===== src/rtl/mvm_pkg.sv =====
// ----------------------------------------------------------------------------
// mvm_pkg: shared types and constants of the matrix-vector multiply core
// Widths of the stream fields, command codes, register indexes and the tag
// that travels with each request through the multiply-accumulate pipeline.
// ----------------------------------------------------------------------------
package mvm_pkg;

    localparam int MVM_MAX_COLUMNS = 1024;

    localparam int ELEM_W    = 16;  // Q8.8 element or weight
    localparam int PROD_W    = 32;  // Q16.16 product
    localparam int ACC_W     = 48;  // Q32.16 accumulator
    localparam int COL_W     = 11;  // column_count and column positions
    localparam int ROW_W     = 16;  // row_count and row positions
    localparam int CFG_IDX_W = 1;
    localparam int CFG_DATA_W = 16;

    localparam int S_TDATA_W = 16;  // element_value
    localparam int M_TDATA_W = 64;  // row_index, row_sum

    localparam logic CMD_LOAD   = 1'b0;
    localparam logic CMD_WEIGHT = 1'b1;

    localparam logic [CFG_IDX_W-1:0] REG_COLUMN_COUNT = 1'd0;
    localparam logic [CFG_IDX_W-1:0] REG_ROW_COUNT    = 1'd1;

    localparam logic [COL_W-1:0] COLUMN_COUNT_RESET = 11'd1024;
    localparam logic [ROW_W-1:0] ROW_COUNT_RESET    = 16'd1;

    typedef struct packed {
        logic             weight;  // request is a weight (else a vector load)
        logic             eor;     // weight closes its row
        logic [ROW_W-1:0] row;     // row index of the weight
        logic             last;    // row is the final row of the product
    } mvm_tag_t;

endpackage


===== src/rtl/mvm_mac.sv =====
// ----------------------------------------------------------------------------
// mvm_mac: multiply, saturating accumulate and result register
// Takes a weight and its vector element, registers the product, then adds it
// into the 48-bit accumulator and presents finished rows on the result port.
// ----------------------------------------------------------------------------
module mvm_mac
    import mvm_pkg::*;
(
    input  logic                     aclk,
    input  logic                     aresetn,
    input  logic                     in_valid,
    output logic                     in_ready,
    input  logic signed [ELEM_W-1:0] in_value,
    input  logic signed [ELEM_W-1:0] in_elem,
    input  mvm_tag_t                 in_tag,
    output logic                     m_tvalid,
    input  logic                     m_tready,
    output logic [M_TDATA_W-1:0]     m_tdata,   // [15:0] row_index, [63:16] row_sum
    output logic                     m_tlast    // last_row
);

    localparam logic signed [ACC_W-1:0] ACC_MAX = {1'b0, {(ACC_W-1){1'b1}}};
    localparam logic signed [ACC_W-1:0] ACC_MIN = {1'b1, {(ACC_W-1){1'b0}}};

    logic                     p_valid_reg, p_valid_next;
    logic signed [PROD_W-1:0] p_prod_reg;
    mvm_tag_t                 p_tag_reg;

    logic signed [ACC_W-1:0]  acc_reg, acc_next;
    logic                     m_valid_reg, m_valid_next;
    logic [ROW_W-1:0]         m_row_reg;
    logic signed [ACC_W-1:0]  m_sum_reg;
    logic                     m_last_reg;

    logic                     out_free;
    logic                     p_go;
    logic                     p_en;
    logic signed [ACC_W:0]    sum_wide;
    logic signed [ACC_W-1:0]  sum_sat;

    assign out_free = !m_valid_reg || m_tready;
    // A row-closing product waits until the result register is free.
    assign p_go     = p_valid_reg && (!p_tag_reg.eor || out_free);
    assign p_en     = !p_valid_reg || p_go;
    assign in_ready = p_en;

    always_comb begin
        sum_wide = {acc_reg[ACC_W-1], acc_reg} + (ACC_W+1)'(p_prod_reg);
        if (sum_wide[ACC_W] != sum_wide[ACC_W-1]) begin
            sum_sat = sum_wide[ACC_W] ? ACC_MIN : ACC_MAX;
        end else begin
            sum_sat = sum_wide[ACC_W-1:0];
        end
    end

    always_comb begin
        p_valid_next = p_valid_reg;
        if (p_en) begin
            p_valid_next = in_valid;
        end
        acc_next = acc_reg;
        if (p_go) begin
            if (!p_tag_reg.weight || p_tag_reg.eor) begin
                acc_next = '0;
            end else begin
                acc_next = sum_sat;
            end
        end
        m_valid_next = m_valid_reg;
        if (p_go && p_tag_reg.eor) begin
            m_valid_next = 1'b1;
        end else if (m_tready) begin
            m_valid_next = 1'b0;
        end
    end

    always_ff @(posedge aclk) begin
        if (!aresetn) begin
            p_valid_reg <= 1'b0;
            acc_reg     <= '0;
            m_valid_reg <= 1'b0;
        end else begin
            p_valid_reg <= p_valid_next;
            acc_reg     <= acc_next;
            m_valid_reg <= m_valid_next;
        end
    end

    always_ff @(posedge aclk) begin
        if (p_en && in_valid) begin
            p_prod_reg <= PROD_W'(in_value) * PROD_W'(in_elem);
            p_tag_reg  <= in_tag;
        end
        if (p_go && p_tag_reg.eor) begin
            m_row_reg  <= p_tag_reg.row;
            m_sum_reg  <= sum_sat;
            m_last_reg <= p_tag_reg.last;
        end
    end

    assign m_tvalid = m_valid_reg;
    assign m_tdata  = {m_sum_reg, m_row_reg};
    assign m_tlast  = m_last_reg;

`ifndef SYNTH
    a_row_sets_valid: assert property (@(posedge aclk) disable iff (!aresetn)
        p_go && p_tag_reg.eor |=> m_valid_reg)
        else $error("finished row did not reach the result register");

    a_result_held: assert property (@(posedge aclk) disable iff (!aresetn)
        m_valid_reg && !m_tready |=> $stable(m_sum_reg) && $stable(m_row_reg))
        else $error("pending result overwritten");

    a_acc_cleared: assert property (@(posedge aclk) disable iff (!aresetn)
        p_go && (p_tag_reg.eor || !p_tag_reg.weight) |=> acc_reg == '0)
        else $error("accumulator not cleared after row end or vector load");
`endif

endmodule


===== config.mk =====
export PLATFORM = sky130hd
export DESIGN_NAME = mvm_mac
export DESIGN_NICKNAME = d
export VERILOG_FILES = /design/src/rtl/mvm_pkg.sv /design/src/rtl/mvm_mac.sv
export SDC_FILE = /design/constraint.sdc
export NUM_CORES = 1
export LEC_CHECK = 0
export BUFFER_PORTS_ARGS = -buffer_cell sky130_fd_sc_hd__buf_2
export CAP_MARGIN = 20
export CORE_MARGIN = 2
export CORE_UTILIZATION = 40
export CTS_BUF_LIST = sky130_fd_sc_hd__clkbuf_2
export CTS_CLUSTER_SIZE = 30
export DETAILED_ROUTE_END_ITERATION = 7
export PLACE_DENSITY = 0.58
export SLEW_MARGIN = 20
export SYNTH_ARGS = -nofsm -noshare
export SYNTH_HDL_FRONTEND = slang
export SYNTH_SLANG_ARGS = --single-unit

===== constraint.sdc =====
create_clock -name aclk -period 5.6 [get_ports aclk]
set_input_delay 0.28 -clock aclk [delete_from_list [all_inputs] [get_ports aclk]]
set_output_delay 0.28 -clock aclk [all_outputs]
set_load 0.05 [all_outputs]

Word-level counts from Yosys, hierarchy flattened
Index checks and enable logic that the tools add are counted.
{"block": "word_totals", "regBits": 166, "latchBits": 0, "mem_bits_rw": 0, "romBits": 0, "input_bits": 55, "output_inout_bits": 67, "word_cells": 31, "n_memories": 0}
{"block": "op_classes", "addsub": 1, "n_mul": 1, "div_mod_pow": 0, "magnitude_cmp": 0, "n_eq_ne": 1, "shifts": 0, "muxes": 5, "n_bitwise": 0, "n_reduce_logical": 12}
{"cell": "48-bit two-way mux", "n": 3}
{"cell": "48-bit by 32-bit adder with 49-bit output", "n": 1}
{"cell": "16-bit by 16-bit multiplier with 32-bit output", "n": 1}
{"cell": "1-bit zero test", "n": 4}
{"cell": "1-bit logical OR", "n": 4}
{"cell": "1-bit logical AND", "n": 3}
{"cell": "1-bit two-way mux", "n": 2}
{"cell": "2-bit nonzero test", "n": 1}
{"cell": "1-bit != test", "n": 1}

Depth between registers and ports, before layout
Gate-level depths: netlist of the first run.
{"block": "logic_depth", "ltp_word": 6, "mapped_depth": 24, "depth_no_buf": 22}

Worst setup path after synthesis of the first run
Ideal clock, no wire load.
{"block": "synth_timing", "path_type": "input to register", "start": "input in_value[15]", "end": "register p_prod_reg[31] (data pin)", "setup_time_ns": 0.260, "arrival_time_ns": 5.700, "required_ns": 5.340, "path_slack_ns": -0.360, "cell_stages": 21, "n_path_buf": 1, "cell_sequence": "clkbuf_1 > nand2_1 > inv_1 > fa_1 > fa_1 > inv_1 > fa_1 > fa_1 > inv_1 > fa_1 > inv_1 > fa_1 > inv_1 > ha_1 > and2_1 > a31o_2 > a41oi_1 > a21oi_1 > a41o_1 > a21oi_1 > xnor2_1"}
{"block": "synth_via", "elab_chain_len": 1}
{"item": "start, declared", "line_no": "mvm_mac.sv:13", "source": "input logic signed [ELEM_W-1:0] in_value,"}
{"item": "16-bit by 16-bit multiplier with 32-bit output", "line_no": "mvm_mac.sv:91", "source": "p_prod_reg <= PROD_W'(in_value) * PROD_W'(in_elem);"}
{"item": "end signal, assigned", "line_no": "mvm_mac.sv:91"}
{"item": "end, declared", "line_no": "mvm_mac.sv:26", "source": "logic signed [PROD_W-1:0] p_prod_reg;"}
No other way between the ends.
A chain may end at the register's enable or synchronous reset.

Final worst setup path of the first run
{"block": "layout_timing", "start": "register p_prod_reg[2]", "end": "register acc_reg[44]"}
{"block": "layout_via", "elab_chain_len": 4, "elab_cells_between_ends": 5, "cone_classes": "1 x add/sub; 1 x eq/ne; 3 x mux"}
{"item": "48-bit by 32-bit adder with 49-bit output (*)", "line_no": "mvm_mac.sv:48", "source": "sum_wide = {acc_reg[ACC_W-1], acc_reg} + (ACC_W+1)'(p_prod_reg);"}
{"item": "48-bit two-way mux or 1-bit != test (tied branches)", "line_no": "mvm_mac.sv:50, mvm_mac.sv:49"}
{"item": "48-bit two-way mux (*)", "line_no": "mvm_mac.sv:49", "source": "if (sum_wide[ACC_W] != sum_wide[ACC_W-1]) begin"}
{"item": "48-bit two-way mux (*)", "line_no": "mvm_mac.sv:63", "source": "if (!p_tag_reg.weight || p_tag_reg.eor) begin"}
{"item": "end signal, assigned", "line_no": "mvm_mac.sv:84", "source": "acc_reg <= acc_next;"}
{"item": "end, declared", "line_no": "mvm_mac.sv:29", "source": "logic signed [ACC_W-1:0] acc_reg, acc_next;"}
Mark *: on every way between the ends. The rest lies on a longest branch, timed or not.

==> impl_metrics.toml, run 1 <==
[synthesis]
syn_inst = 1859
yosys.area.top_type_share = 0.288
ys.flop_type = "edfxtp_1"
synth-seq-cells = 166
synth_nets = 2309
synthTopCellsByArea = "fa_1 (29%), edfxtp_1 (19%), ha_1 (9.0%)"
yosysWarnings = 0
syn-cell-area_um2 = 18300
ys_seq_area_frac = 0.246
avgSynthCellArea_um2 = 9.82
synth_top_area_cell = "fa_1"
ys_types = 70
async_reset_ff_frac = 0
synth_edf_count = 116

[timing]
final-hold-violation-count = 0
slew_viol_final = 0
timing.fmax_mhz = 191
setup_viol = 0
fin_skew_ns = 0.0349
slew_headroom = 0.382
finalCriticalPeriod_ns = 5.24
post-route-period-util = 0.935
worst_pin_slew_ns = 0.925
setup_slack_ns = 0.365
rsz0062_at_grt = "false"

[routing]
wl_per_cell_um = 15.7
wl_met2_um = 19100
drt-met1-wl_um = 20800
ant_nets = 0
route.detailed.drc = 0
wirelength_um = 42300
num_vias = 13400
first_pass_iters = 6
drt_iter0_drc = 749
wl_met3_um = 1550
viasPerCell = 4.97
highest_layer = "met4"

[finish]
layout-drive-gt1-share = 0.160
instances_no_fill = 2701
postLayoutCoreUtil = 0.465
area_growth_pct = 15.0
nNetsFinal = 2537

[placed_design]
dp_hpwl_um = 35300
port_buffers = 121
dp.cells = 2644
dp_worst_setup_slack_ns = -0.380
gp_congestion = 0.882

[clocking]
cts_max_level = 4
clk_latency_ns = 0.80
cts-root-buf = "clkbuf_2"
path_clk_slew_ns = 0.25
cts_setup_buffers = 0
cts-resized-gates = 0
cts.sinks = 166
cts_tree = "built"
cts_max_path_buffers = 2
numCtsBuffers = 17

[grt]
grt_pass1_wl_um = 72000
grt_pass1_vias = 14400
overflow = 0
antenna_found_initial = 1
grt_max_degree = 52
track_usage = 0.187

[floorplanning]
ioPinCount = 122
core_um2 = 45200
die-area_um2 = 47400
start_util = 0.404
die_w_um = 218
die_height_um = 218
rows = 78

[worst_setup_path]
crit_chain = "ha_1 -> o21ai_0 -> o21bai_1 -> a21oi_1 -> o31ai_4 -> a21oi_2 -> o41ai_2 -> a31oi_1 -> mux2i_1 -> and2_1 -> ha_1 -> buf_4 -> clkinv_1 -> buf_4 -> nand2_1 -> o21ai_0"
crit_type = "reg2reg"
slowest_stage = "o41ai_2"
worstPathRequired_ns = 6.30
start_kind = "flip-flop"
cp_slowest_stage_delay_ns = 0.62
end_kind = "flip-flop"
critical_path_arrival_ns = 5.94
crit_fanout = 27

[run]
maxCapViolations = 0

[run_status]
outcome = "completed"

[worst_hold_path]
hold_path_class = "in2reg"
==> path summary, 6_finish.rpt <==
check	start	end	cells past startpoint	slack, ns
worst max-delay path	p_prod_reg[2]$_DFFE_PP_	acc_reg[44]$_SDFFE_PN0P_	16	0.36
worst min-delay path	in_tag[4]	p_tag_reg[4]$_DFFE_PP_	2	0.17
worst max register to register	p_prod_reg[2]$_DFFE_PP_	acc_reg[44]$_SDFFE_PN0P_	16	0.36
worst min register to register	p_tag_reg[2]$_DFFE_PP_	m_row_reg[1]$_DFFE_PP_	0	0.46
==> worst max-delay path, delay by kind of cell (launching register included) <==
family,cells,cell delay [ns]
flops,1,0.44
compound gates,8,2.44
fa+ha+maj,2,0.67
mux,1,0.20
buf+inv,3,0.58
simple gates,2,0.78
==> metrics by stage <==
step | hold WS (ns) | area [um^2] | setup TNS [ns]
final | 0.172 | 21000 | 0
after global routing | 0.0688 | 21000 | 0
after CTS | 0.0521 | 21000 | 0
after detailed placement | 0.405 | 20500 | -2.38
after global placement | 0.401 | 20500 | -2.10
after floorplan | 0.379 | 18400 | -0.00640
==> Yosys cell counts, types with 3 or more instances <==
library cell,count
nor2b_1,7
nor3_1,11
o211ai_1,12
a21boi_0,8
or2_2,3
o21ai_0,80
dfxtp_1,50
a21bo_2,5
nand3_1,15
o221ai_1,5
o21bai_1,17
a22o_1,6
nor2_1,64
inv_1,307
and3_1,8
a221oi_1,5
a211oi_1,10
edfxtp_1,116
ha_1,132
fa_1,263
a221o_1,18
a21o_1,30
nand2b_1,15
a31oi_1,10
a21oi_1,81
o31ai_1,5
or3_1,4
buf_2,9
clkbuf_1,66
and2_1,134
nand2_1,209
xor2_1,24
nor4_1,4
o21ai_1,4
xnor2_1,52
nand4_1,13
o21a_1,12
==> routing by layer <==
metal,global-route usage,vias up
met1,0.264,6559
met5,0,-
li1,-,6526
met2,0.308,293
met3,0.0191,52
met4,0.0507,0
==> what timing repair did <==
action,in CTS,in global routing
endpoints found under the hold margin,29,0
setup endpoints to repair,0,0
hold buffers,24,0
==> logic make-up after synthesis <==
group / synth area share
XOR/XNOR: 0.0365
AO/OA/AOI/OAI: 0.125
multiplexers: 0.00233
AND/OR/NAND/NOR: 0.132
buffers and inverters: 0.0798
adder cells (fa/ha/maj): 0.379
flip-flops: 0.246
==> cells in the final DEF, fill, tap and decap left out, types with 63 or more instances in the layout <==
master	Yosys	final
ha_1	132	130
o21ai_0	80	77
nor2_1	64	63
nand2_1	209	208
a21oi_1	81	78
fa_1	263	259
buf_4	0	137
edfxtp_1	116	116
buf_2	9	121
and2_1	134	132
inv_1	307	306
==> final cells by class <==
class,instances,area [um^2]
Clock inverter,14,139
Inverter,308,1160
Fill cell,4361,24200
Sequential cell,166,4480
Multi-Input combinational cell,1308,12400
Tap cell,600,751
Timing Repair Buffer,286,1950
Clock buffer,18,90.1
Antenna cell,1,2.50
Power of run 1 is left out: the tool's default activity adds up to more than one toggle a clock period on the data nets, which glitch-free logic cannot reach.
==> run 2, diff against run 1 <==
--- a/config.mk
+++ b/config.mk
@@ -14,3 +14,4 @@
 export DETAILED_ROUTE_END_ITERATION = 7
-export PLACE_DENSITY = 0.58
+export PLACE_DENSITY = 0.56
+export RECOVER_POWER = 100
 export SLEW_MARGIN = 20
==> constraint.sdc (replaced) <==
create_clock -name aclk -period 6.17 [get_ports aclk]
set_input_delay 0.9255 -clock aclk [delete_from_list [all_inputs] [get_ports aclk]]
set_output_delay 0.9255 -clock aclk [all_outputs]
set_load 0.05 [all_outputs]
==> impl_metrics.toml, run 2 (same netlist as run 1, synthesis figures left out) <==
[clocking]
cts_hold_buf = 0
cts_max_level = 4
cts-root-buf = "clkbuf_2"
numCtsBuffers = 17
cts.sinks = 166
path_clk_slew_ns = 0.29
cts_tree = "built"
cts-resized-gates = 0
clk_latency_ns = 0.86
cts_max_path_buffers = 2
cts_setup_buffers = 0

[grt]
antenna_found_initial = 1
overflow = 0
grt_pass1_wl_um = 72000
track_usage = 0.188
grt_pass1_vias = 14100
grt_max_degree = 52

[worst_hold_path]
hold_path_class = "in2reg"

[routing]
highest_layer = "met4"
viasPerCell = 4.91
wirelength_um = 42400
route.detailed.drc = 0
num_vias = 13200
drt_iter0_drc = 732
first_pass_iters = 5
drt-met1-wl_um = 20600
ant_nets = 0
wl_met3_um = 1750
wl_met2_um = 19700
wl_per_cell_um = 15.8

[finish]
fin_area_um2 = 20700
instances_no_fill = 2681
fillCellCount = 4418
nNetsFinal = 2517
area_growth_pct = 13.4
layout_common_cells = "inv_1 (304), fa_1 (259), nand2_1 (207)"
layout-drive-gt1-share = 0.126
multi_input_area_um2 = 12400
layout_commonest_cell = "inv_1"
regArea_um2 = 4480

[placed_design]
dp_hpwl_um = 35800
port_buffers = 121
dp.cells = 2648
gp_congestion = 0.847
dpl_cell_area_um2 = 20600
dp_worst_setup_slack_ns = -0.484

[run_status]
outcome = "finished, violations left"
violations = "capacitance limit, slew limit"

[worst_setup_path]
worstPathRequired_ns = 6.79
critical_path_arrival_ns = 6.48
start_kind = "primary input"
crit_fanout = 16
end_kind = "flip-flop"
crit_type = "in2reg"

[floorplanning]
die_height_um = 218
die-area_um2 = 47400
rows = 78
ioPinCount = 122
start_util = 0.404
core_um2 = 45200
die_w_um = 218

[timing]
rsz0062_at_grt = "false"
setup_viol = 0
post-route-period-util = 0.950
slew_viol_final = 95
timing.fmax_mhz = 171
slew_headroom = -0.883
finalCriticalPeriod_ns = 5.86
worst_pin_slew_ns = 2.82
final-hold-violation-count = 0
fin_skew_ns = 0.0532
setup_slack_ns = 0.307

[run]
maxCapViolations = 2
run 2: cell count changes in the layout (fill, tap and decap cells not counted), moves of 5 or more:
cell,delta
buf_4,-11
buf_2,-68
clkbuf_1,+81
and2_0,+8
and2_1,-11
clkinv_8,+5
dlygate4sd3_1,-24
run 2: layer usage:
metal,vias up,track usage
met5,-,0
met4,0,0.0315
met3,25,0.0255
met2,259,0.314
met1,6413,0.265
li1,6479,-
run 2: path summary, 6_finish.rpt:
path | from | to | slack (ns) | depth (start not counted)
worst max-delay path | in_elem[4] | p_prod_reg[31]$_DFFE_PP_ | 0.31 | 22
worst min-delay path | in_tag[14] | p_tag_reg[14]$_DFFE_PP_ | 0.22 | 1
worst max register to register | p_prod_reg[31]$_DFFE_PP_ | acc_reg[6]$_SDFFE_PN0P_ | 0.60 | 14
worst min register to register | p_tag_reg[7]$_DFFE_PP_ | m_row_reg[6]$_DFFE_PP_ | 0.46 | 0
run 2: metrics by stage:
| stage | hold slack, ns | TNS [ns] | util |
|---|---|---|---|
| 2_1_floorplan | 0.400 | -0.0938 | - |
| 3_3_place_gp | 0.401 | -2.67 | 0.455 |
| 3_5_place_dp | 0.405 | -3.28 | 0.455 |
| 4_1_cts | 0.101 | 0 | 0.462 |
| 5_1_grt | 0.0863 | 0 | 0.458 |
| 6_report | 0.219 | 0 | 0.458 |
run 2: layout make-up:
cell class | count | area share
well taps | 600 | 0.0363
clock buffers | 17 | 0.00411
inverters | 308 | 0.0559
repair buffers | 266 | 0.0771
diodes | 1 | 0.000121
multi-input cells | 1308 | 0.600
flip-flops and latches | 166 | 0.217
clock inverters | 15 | 0.00979
run 2: worst max-delay path, cell delays in order:
cell      delay, ns
buf_2          0.19
and2_0         0.22
fa_1           0.54
inv_1          0.05
fa_1           0.46
fa_1           0.51
inv_1          0.05
fa_1           0.50
fa_1           0.49
inv_1          0.05
fa_1           0.47
inv_1          0.06
ha_4           0.22
a211oi_1       0.22
o21bai_1       0.11
a221oi_1       0.39
o221ai_1       0.25
a41oi_2        0.21
a21oi_1        0.14
a41o_1         0.22
a21oi_2        0.13
xnor2_1        0.07
Power of run 2 is left out for the same reason.
